## src/hw/rtl/wsdf_pkg.sv

```systemverilog
package wsdf_pkg;

    localparam logic [7:0] FIN_MASK      = 8'h80;
    localparam logic [6:0] LEN_CODE_MAX  = 7'd125;
    localparam logic [6:0] LEN_CODE_16   = 7'd126;
    localparam logic [6:0] LEN_CODE_64   = 7'd127;
    localparam logic [3:0] EXT_BYTES_16  = 4'd2;
    localparam logic [3:0] EXT_BYTES_64  = 4'd8;
    localparam logic [2:0] KEY_BYTES     = 3'd4;

    typedef struct packed {
        logic [7:0] payload_byte;
        logic       data_valid;
        logic       fin_flag;
        logic [2:0] reserved_bits;
        logic [3:0] frame_opcode;
        logic       masked_flag;
        logic       last_of_frame;
    } result_t;

endpackage

```

## src/hw/rtl/websocket_frame_deframer_core.sv

```systemverilog
// Receive-side WebSocket frame deframer. The input channel (in_valid, in_stall,
// data_byte) carries the raw frame stream, one byte per word, with frames
// following each other without gaps. The output channel (out_valid, out_stall)
// carries one result word per payload byte of a masked frame, unmasked with
// the frame's key, plus one header-only word that closes each empty or unmasked
// frame at its last byte; every word also reports the header fields and length.
// Each accepted byte is parsed in the cycle it is taken, and its result word
// appears on the output register in the next cycle. One byte is accepted every
// cycle while in_stall is low; the rate is set by the header state machine and
// the payload length compare. Other header, length and key bytes yield no word.
// Reset returns the parser to the first header byte of a new frame and
// empties the output register. While the receiver stalls a waiting word,
// in_stall is raised and no further byte is taken until the word is accepted.
// LENGTH_BITS sets the width kept of the decoded payload length.
module websocket_frame_deframer_core
    import wsdf_pkg::*;
#(
    parameter int LENGTH_BITS = 64
)
(
    input  logic                   clk,
    input  logic                   rst_n,
    input  logic                   in_valid,
    output logic                   in_stall,
    input  logic [7:0]             data_byte,
    output logic                   out_valid,
    input  logic                   out_stall,
    output logic [7:0]             payload_byte,
    output logic                   data_valid,
    output logic                   fin_flag,
    output logic [2:0]             reserved_bits,
    output logic [3:0]             frame_opcode,
    output logic                   masked_flag,
    output logic [LENGTH_BITS-1:0] payload_length,
    output logic                   last_of_frame
);

    logic                   in_fire;
    logic                   res_valid;
    result_t                res;
    logic [LENGTH_BITS-1:0] res_length;
    result_t                out_res;

    assign in_stall = out_valid & out_stall;
    assign in_fire  = in_valid & ~in_stall;

    wsdf_parser #(
        .LENGTH_BITS(LENGTH_BITS)
    ) u_parser (
        .clk        (clk),
        .rst_n      (rst_n),
        .in_fire    (in_fire),
        .data_byte  (data_byte),
        .res_valid  (res_valid),
        .res        (res),
        .res_length (res_length)
    );

    wsdf_out_reg #(
        .LENGTH_BITS(LENGTH_BITS)
    ) u_out_reg (
        .clk        (clk),
        .rst_n      (rst_n),
        .load       (res_valid),
        .res        (res),
        .res_length (res_length),
        .out_stall  (out_stall),
        .out_valid  (out_valid),
        .out_res    (out_res),
        .out_length (payload_length)
    );

    assign payload_byte  = out_res.payload_byte;
    assign data_valid    = out_res.data_valid;
    assign fin_flag      = out_res.fin_flag;
    assign reserved_bits = out_res.reserved_bits;
    assign frame_opcode  = out_res.frame_opcode;
    assign masked_flag   = out_res.masked_flag;
    assign last_of_frame = out_res.last_of_frame;

endmodule

```

## src/hw/rtl/wsdf_parser.sv

```systemverilog
module wsdf_parser
    import wsdf_pkg::*;
#(
    parameter int LENGTH_BITS = 64
)
(
    input  logic                   clk,
    input  logic                   rst_n,
    input  logic                   in_fire,
    input  logic [7:0]             data_byte,
    output logic                   res_valid,
    output result_t                res,
    output logic [LENGTH_BITS-1:0] res_length
);

    localparam logic [2:0] PH_HDR0 = 3'd0;
    localparam logic [2:0] PH_HDR1 = 3'd1;
    localparam logic [2:0] PH_EXT  = 3'd2;
    localparam logic [2:0] PH_KEY  = 3'd3;
    localparam logic [2:0] PH_DATA = 3'd4;
    localparam logic [2:0] PH_DROP = 3'd5;

    logic [2:0]             phase_reg, phase_next;
    logic [7:0]             hdr_reg, hdr_next;
    logic                   mask_reg, mask_next;
    logic [3:0]             ext_left_reg, ext_left_next;
    logic [LENGTH_BITS-1:0] len_reg, len_next;
    logic [31:0]            key_reg, key_next;
    logic [2:0]             key_seen_reg, key_seen_next;
    logic [LENGTH_BITS-1:0] seen_reg, seen_next;

    logic                   len_done;
    logic                   emit;
    logic                   emit_data;
    logic                   emit_last;
    logic [7:0]             emit_byte;
    logic [6:0]             code;
    logic [7:0]             key_byte;
    logic [LENGTH_BITS-1:0] seen_inc;

    always_comb
    begin
        phase_next    = phase_reg;
        hdr_next      = hdr_reg;
        mask_next     = mask_reg;
        ext_left_next = ext_left_reg;
        len_next      = len_reg;
        key_next      = key_reg;
        key_seen_next = key_seen_reg;
        seen_next     = seen_reg;
        len_done      = 1'b0;
        emit          = 1'b0;
        emit_data     = 1'b0;
        emit_last     = 1'b0;
        emit_byte     = 8'd0;
        code          = data_byte[6:0];
        seen_inc      = seen_reg + {{(LENGTH_BITS-1){1'b0}}, 1'b1};
        case (seen_reg[1:0])
            2'd0:    key_byte = key_reg[31:24];
            2'd1:    key_byte = key_reg[23:16];
            2'd2:    key_byte = key_reg[15:8];
            default: key_byte = key_reg[7:0];
        endcase

        case (phase_reg)
            PH_HDR1:
            begin
                mask_next = data_byte[7];
                if (code <= LEN_CODE_MAX)
                begin
                    len_next = {{(LENGTH_BITS-7){1'b0}}, code};
                    len_done = 1'b1;
                end
                else
                begin
                    len_next      = '0;
                    ext_left_next = (code == LEN_CODE_16) ? EXT_BYTES_16 : EXT_BYTES_64;
                    phase_next    = PH_EXT;
                end
            end
            PH_EXT:
            begin
                len_next      = {len_reg[LENGTH_BITS-9:0], data_byte};
                ext_left_next = ext_left_reg - 4'd1;
                if (ext_left_next == 4'd0)
                begin
                    len_done = 1'b1;
                end
            end
            PH_KEY:
            begin
                key_next      = {key_reg[23:0], data_byte};
                key_seen_next = key_seen_reg + 3'd1;
                if (key_seen_next >= KEY_BYTES)
                begin
                    if (len_reg == '0)
                    begin
                        phase_next = PH_HDR0;
                        emit       = 1'b1;
                        emit_last  = 1'b1;
                    end
                    else
                    begin
                        phase_next = PH_DATA;
                    end
                end
            end
            PH_DATA:
            begin
                seen_next = seen_inc;
                emit      = 1'b1;
                emit_data = 1'b1;
                emit_byte = data_byte ^ key_byte;
                if (seen_inc == len_reg)
                begin
                    emit_last  = 1'b1;
                    phase_next = PH_HDR0;
                end
            end
            PH_DROP:
            begin
                seen_next = seen_inc;
                if (seen_inc == len_reg)
                begin
                    phase_next = PH_HDR0;
                    emit       = 1'b1;
                    emit_last  = 1'b1;
                end
            end
            default:
            begin
                hdr_next      = data_byte;
                mask_next     = 1'b0;
                ext_left_next = 4'd0;
                len_next      = '0;
                key_seen_next = 3'd0;
                seen_next     = '0;
                phase_next    = PH_HDR1;
            end
        endcase

        if (len_done)
        begin
            seen_next = '0;
            if (mask_next)
            begin
                key_seen_next = 3'd0;
                key_next      = 32'd0;
                phase_next    = PH_KEY;
            end
            else if (len_next == '0)
            begin
                phase_next = PH_HDR0;
                emit       = 1'b1;
                emit_last  = 1'b1;
            end
            else
            begin
                phase_next = PH_DROP;
            end
        end
    end

    always_ff @(posedge clk or negedge rst_n)
    begin
        if (!rst_n)
        begin
            phase_reg    <= PH_HDR0;
            hdr_reg      <= 8'd0;
            mask_reg     <= 1'b0;
            ext_left_reg <= 4'd0;
            len_reg      <= '0;
            key_reg      <= 32'd0;
            key_seen_reg <= 3'd0;
            seen_reg     <= '0;
        end
        else if (in_fire)
        begin
            phase_reg    <= phase_next;
            hdr_reg      <= hdr_next;
            mask_reg     <= mask_next;
            ext_left_reg <= ext_left_next;
            len_reg      <= len_next;
            key_reg      <= key_next;
            key_seen_reg <= key_seen_next;
            seen_reg     <= seen_next;
        end
    end

    assign res_valid         = in_fire & emit;
    assign res.payload_byte  = emit_byte;
    assign res.data_valid    = emit_data;
    assign res.fin_flag      = |(hdr_next & FIN_MASK);
    assign res.reserved_bits = hdr_next[6:4];
    assign res.frame_opcode  = hdr_next[3:0];
    assign res.masked_flag   = mask_next;
    assign res.last_of_frame = emit_last;
    assign res_length        = len_next;

endmodule

```

## src/hw/rtl/wsdf_out_reg.sv

```systemverilog
module wsdf_out_reg
    import wsdf_pkg::*;
#(
    parameter int LENGTH_BITS = 64
)
(
    input  logic                   clk,
    input  logic                   rst_n,
    input  logic                   load,
    input  result_t                res,
    input  logic [LENGTH_BITS-1:0] res_length,
    input  logic                   out_stall,
    output logic                   out_valid,
    output result_t                out_res,
    output logic [LENGTH_BITS-1:0] out_length
);

    logic                   valid_reg, valid_next;
    result_t                res_reg;
    logic [LENGTH_BITS-1:0] length_reg;

    always_comb
    begin
        valid_next = valid_reg;
        if (load)
        begin
            valid_next = 1'b1;
        end
        else if (!out_stall)
        begin
            valid_next = 1'b0;
        end
    end

    always_ff @(posedge clk or negedge rst_n)
    begin
        if (!rst_n)
        begin
            valid_reg <= 1'b0;
        end
        else
        begin
            valid_reg <= valid_next;
        end
    end

    always_ff @(posedge clk)
    begin
        if (load)
        begin
            res_reg    <= res;
            length_reg <= res_length;
        end
    end

    assign out_valid  = valid_reg;
    assign out_res    = res_reg;
    assign out_length = length_reg;

endmodule
```

## config.mk

```make
export PLATFORM = sky130hd
export DESIGN_NAME = websocket_frame_deframer_core
export DESIGN_NICKNAME = d
export VERILOG_FILES = /design/src/hw/rtl/wsdf_pkg.sv /design/src/hw/rtl/websocket_frame_deframer_core.sv /design/src/hw/rtl/wsdf_parser.sv /design/src/hw/rtl/wsdf_out_reg.sv
export SDC_FILE = /design/constraint.sdc
export NUM_CORES = 1
export LEC_CHECK = 0
export BUFFER_PORTS_ARGS = -buffer_cell sky130_fd_sc_hd__buf_2
export CAP_MARGIN = 20
export CORE_UTILIZATION = 40
export CTS_CLUSTER_SIZE = 14
export DETAILED_ROUTE_END_ITERATION = 8
export PLACE_DENSITY = 0.53
export SETUP_SLACK_MARGIN = 0.1
export SLEW_MARGIN = 20
export SYNTH_ARGS = -nofsm -noshare
export SYNTH_HDL_FRONTEND = slang
export SYNTH_SLANG_ARGS = --single-unit
```

## constraint.sdc

```tcl
create_clock -name clk -period 8.4 [get_ports clk]
set_input_delay 0.84 -clock clk [delete_from_list [all_inputs] [get_ports clk]]
set_output_delay 0.84 -clock clk [all_outputs]
set_load 0.005 [all_outputs]
```

==> metrics.log <==
[metrics] Setup-failing EPs final: 0
[metrics] maximum number of pins on one net before global-route repair: 66
[metrics] worst setup slack after layout: 2.72 ns
[metrics] summed instance area of the synthesized netlist: 0.0153 sq mm
[metrics] Syn Nets: between 1500 and 2000
[metrics] worst setup slack before clock tree synthesis: approximately 2.7 ns
[metrics] die span in y: about 200 microns
[metrics] crit path cell chain: ha_1, nand3_1, nor4_4, buf_4, nand4_1, or3_1, xnor2_1, or4_1, nor4_1, a311oi_1, nor2_4, buf_4, buf_4
[metrics] Distinct cells, synth: 80
[metrics] cell count of the worst reg-to-reg path: 13
[metrics] total wirelength of the detailed-routed design: 58700 microns
[metrics] aggregate global-route resource usage: 0.300
[metrics] EDFF count, synth: 83
[metrics] final layout net count: between 1500 and 2000
[metrics] final non-filler cell total: ~2200
[metrics] CTS buffer count: 30
[metrics] placeable core area: around 0.038 sq mm
[metrics] timing endpoint of the critical path: u_out_reg.out_length[48]
[metrics] asr flop ratio synth: 0.684
[metrics] type of origin of the critical path: register
[metrics] cell leakage power: between 6 and 7 nW
[metrics] worst-case clock buffer depth: 3
[metrics] worst reg2reg startpoint: u_parser.seen_reg[0]
[metrics] number of rows in the core area: 71
[metrics] end of the worst register-to-register path: u_out_reg.out_length[48]
[metrics] launching instance or port of the critical path: u_parser.seen_reg[0]
[metrics] cell repeated most along the worst path: sky130_fd_sc_hd__buf_4
[metrics] vias in the first global route: between 10000 and 15000
[metrics] # hold bufs at CTS: 0
[metrics] register-to-register path setup slack: ~2.7 ns
[metrics] signed area change from the synthesized netlist to the final layout: 11.7%
[metrics] run status: completed
[metrics] buffer type at the clock tree root: sky130_fd_sc_hd__clkbuf_16
[metrics] critical path data arrival time: roughly 5.9 ns
[metrics] critical path fanouts, max: slightly above 50
[metrics] vias: around 14000
[metrics] crit path max-delay cell type: sky130_fd_sc_hd__or4_1
[metrics] stage delay of the slowest cell on the critical path: between 0.5 and 0.6 ns
[metrics] Max Cap Viol: 0
[metrics] DRC viols: 0
[metrics] IR drop worst, VDD: roughly 0.17 mV
[metrics] initial standard-cell utilization of the core: 0.407
[metrics] total I/O pin count: between 90 and 100
[metrics] Resize count post-CTS: 0
[metrics] Hold WC Path Type: input pin to asynchronous set/reset pin
[metrics] cell count after synthesis: roughly 1600
[metrics] die outline width: around 200 microns
[metrics] share of cells above drive strength 1: 0.133
[metrics] half-perimeter wire length after detailed placement: ~42000 microns
[metrics] post-route setup TNS: 0 ns
[metrics] Hold Vio Cnt, Final: 0
[metrics] instance count after placement with tap cells included: roughly 2100
[metrics] number of buffers added on ports: 96
[metrics] min Tclk post-route: ~5.7 ns
[metrics] clock tree from TritonCTS: built
[metrics] initial DRC count: ~1500
[metrics] Worst Setup Path Type: register to register
[metrics] setup repair after global routing missed its margin: false
[metrics] clock-pin slew on the worst setup and hold paths: approximately 0.06 ns
[metrics] Max-slew headroom: 0.255
[metrics] Final Max Tran Viols: 0
[metrics] cell family contributing the most delay on the critical path: simple AND/OR/NAND/NOR gates
[metrics] power density normalized to cell area: approximately 180 mW/mm^2
[metrics] Slew @ Worst Pin: between 1 and 1.5 ns
[metrics] die area: 0.0391 sq mm
[metrics] period utilization: 0.677
[metrics] Max Clk Rate: around 180 MHz
[metrics] CTS Sinks: ~260
[metrics] number of gates on the worst path with buffers counted: 13
[metrics] count of yosys warnings during synthesis: 0
[metrics] RD Place Congestion: slightly below 1
[metrics] number of antenna violations at the first check in global routing: 1
[metrics] kind of capture point of the worst setup path: register
[metrics] post-CTS setup buffers: 0
[metrics] CTS H-tree lvls: 1
[metrics] residual antenna-violating net count after detailed routing: 0
[metrics] vias per cell: about 6.3
[metrics] first-pass GRT wire length: just under 90000 microns
[metrics] post-synthesis sequential area ratio: 0.456
[metrics] required time of the critical path: around 8.6 ns
[metrics] first-pass iteration count of the detailed router: 8
[metrics] Syn Area/Cell: between 9 and 10 sq um
[metrics] #FFs+latches synth: about 260
[metrics] global-route congestion overflow total: 0
[metrics] prevailing post-synth register cell: sky130_fd_sc_hd__dfrtp_1
[metrics] highest-count cells in the layout ignoring fill and taps: 180 x sky130_fd_sc_hd__nand2_1, 180 x sky130_fd_sc_hd__dfrtp_1, 118 x sky130_fd_sc_hd__a22o_1, 116 x sky130_fd_sc_hd__o21ai_0, 95 x sky130_fd_sc_hd__buf_2
[metrics] Wirelength per Cell: roughly 27 microns
[metrics] worst skew pair latency: roughly 0.6 ns
[metrics] total buffers and inverters traversed by the critical path: 3
[metrics] final worst clock skew: between 0.02 and 0.025 ns
[layout make-up]
class	instances	area [sq um]
multi-input combinational	1187	7630
antenna	1	2.50
clock inverter	14	196
sequential	263	7000
clock buffer	42	867
timing repair buffer	125	707
fill	3680	20500
tap	511	639
inverter	25	93.8
[kinds of logic (layout without fill, tap and decap cells)]
logic type,after synthesis,in the layout,share of synthesized area
buf+inv,197,206,0.0502
mux,24,24,0.0165
xor+xnor,106,106,0.0605
other cells,0,1,0
simple gates,617,617,0.214
compound gates,432,432,0.196
flops,263,263,0.456
fa+ha+maj,8,8,0.00653
[layer usage]
| metal | part of all wire | wire [microns] | GRT usage |
|---|---|---|---|
| met4 | 0.029 | 1730 | 0.0830 |
| met3 | 0.085 | 5010 | 0.0513 |
| met1 | 0.46 | 26900 | 0.448 |
| met2 | 0.43 | 25000 | 0.443 |
| met5 | 0 | 0 | 0 |
[synth_stat cells (6+ instances only)]
cell,instances,area share
sky130_fd_sc_hd__dfrtp_1,180,0.29
sky130_fd_sc_hd__nand2_1,180,0.044
sky130_fd_sc_hd__clkbuf_1,127,0.031
sky130_fd_sc_hd__a22o_1,118,0.067
sky130_fd_sc_hd__o21ai_0,116,0.038
sky130_fd_sc_hd__nor2_1,95,0.023
sky130_fd_sc_hd__edfxtp_1,83,0.16
sky130_fd_sc_hd__a21oi_1,70,0.023
sky130_fd_sc_hd__xnor2_1,67,0.038
sky130_fd_sc_hd__nand4_1,60,0.024
sky130_fd_sc_hd__nand3_1,50,0.016
sky130_fd_sc_hd__nor3_1,48,0.016
sky130_fd_sc_hd__nor4_1,48,0.020
sky130_fd_sc_hd__xor2_1,39,0.022
sky130_fd_sc_hd__o31ai_1,33,0.016
sky130_fd_sc_hd__buf_1,28,0.0069
sky130_fd_sc_hd__inv_1,24,0.0059
sky130_fd_sc_hd__and2_1,17,0.0069
sky130_fd_sc_hd__and3_1,16,0.0065
sky130_fd_sc_hd__and4_1,16,0.0091
sky130_fd_sc_hd__nand2b_1,16,0.0065
sky130_fd_sc_hd__buf_2,14,0.0046
sky130_fd_sc_hd__mux2i_1,14,0.0091
sky130_fd_sc_hd__a2bb2oi_1,11,0.0063
sky130_fd_sc_hd__or3_1,11,0.0045
sky130_fd_sc_hd__or4_1,11,0.0054
sky130_fd_sc_hd__a31oi_1,10,0.0041
sky130_fd_sc_hd__mux2_2,10,0.0073
sky130_fd_sc_hd__a2111oi_0,9,0.0051
sky130_fd_sc_hd__a211oi_1,8,0.0039
sky130_fd_sc_hd__a222oi_1,8,0.0052
sky130_fd_sc_hd__ha_1,8,0.0065
sky130_fd_sc_hd__nor2b_1,7,0.0029
sky130_fd_sc_hd__nor4_2,7,0.0057
sky130_fd_sc_hd__or2_2,6,0.0024
[power breakdown]
group	total (mW)	leakage, nW	internal, mW	switching, mW
registers	1.43	3.12	1.35	0.0834
logic	0.268	3.05	0.0895	0.179
clock network	1.40	0.515	0.843	0.556
total	3.10	6.69	2.28	0.818
[worst min path at each step]
stage,from,endpoint,slack [ns],cells after the start
global route,rst_n,u_parser.hdr_reg[1],0.25,1
detailed placement,u_parser.hdr_reg[1],u_parser.hdr_reg[1],0.46,2
global placement,u_parser.hdr_reg[6],u_parser.hdr_reg[6],0.45,2
CTS,rst_n,u_parser.hdr_reg[3],0.25,1
finish,rst_n,u_parser.hdr_reg[0],0.22,1
floorplan,u_parser.hdr_reg[7],u_parser.hdr_reg[7],0.44,2
[worst register-to-register path: stages, from the launching register on]
cell and delay [ns]:
sky130_fd_sc_hd__dfrtp_1 0.54, sky130_fd_sc_hd__ha_1 0.31, sky130_fd_sc_hd__nand3_1 0.48, sky130_fd_sc_hd__nor4_4 0.31
sky130_fd_sc_hd__buf_4 0.28, sky130_fd_sc_hd__nand4_1 0.35, sky130_fd_sc_hd__or3_1 0.52, sky130_fd_sc_hd__xnor2_1 0.20
sky130_fd_sc_hd__or4_1 0.59, sky130_fd_sc_hd__nor4_1 0.31, sky130_fd_sc_hd__a311oi_1 0.26, sky130_fd_sc_hd__nor2_4 0.15
sky130_fd_sc_hd__buf_4 0.39, sky130_fd_sc_hd__buf_4 0.60
[metrics by stage]
stage               cell area (sq um)  total power, mW  utilization  hold slack (ns)
CTS                             17100             3.12        0.455            0.245
detailed placement              16100             1.72        0.427            0.463
floorplan                       15300             1.61            -            0.442
global route                    17100             3.21        0.455            0.245
global placement                16100             1.71        0.427            0.454
finish                          17100             3.10        0.455            0.220
Note: power is estimated with default switching activity, not from simulation.
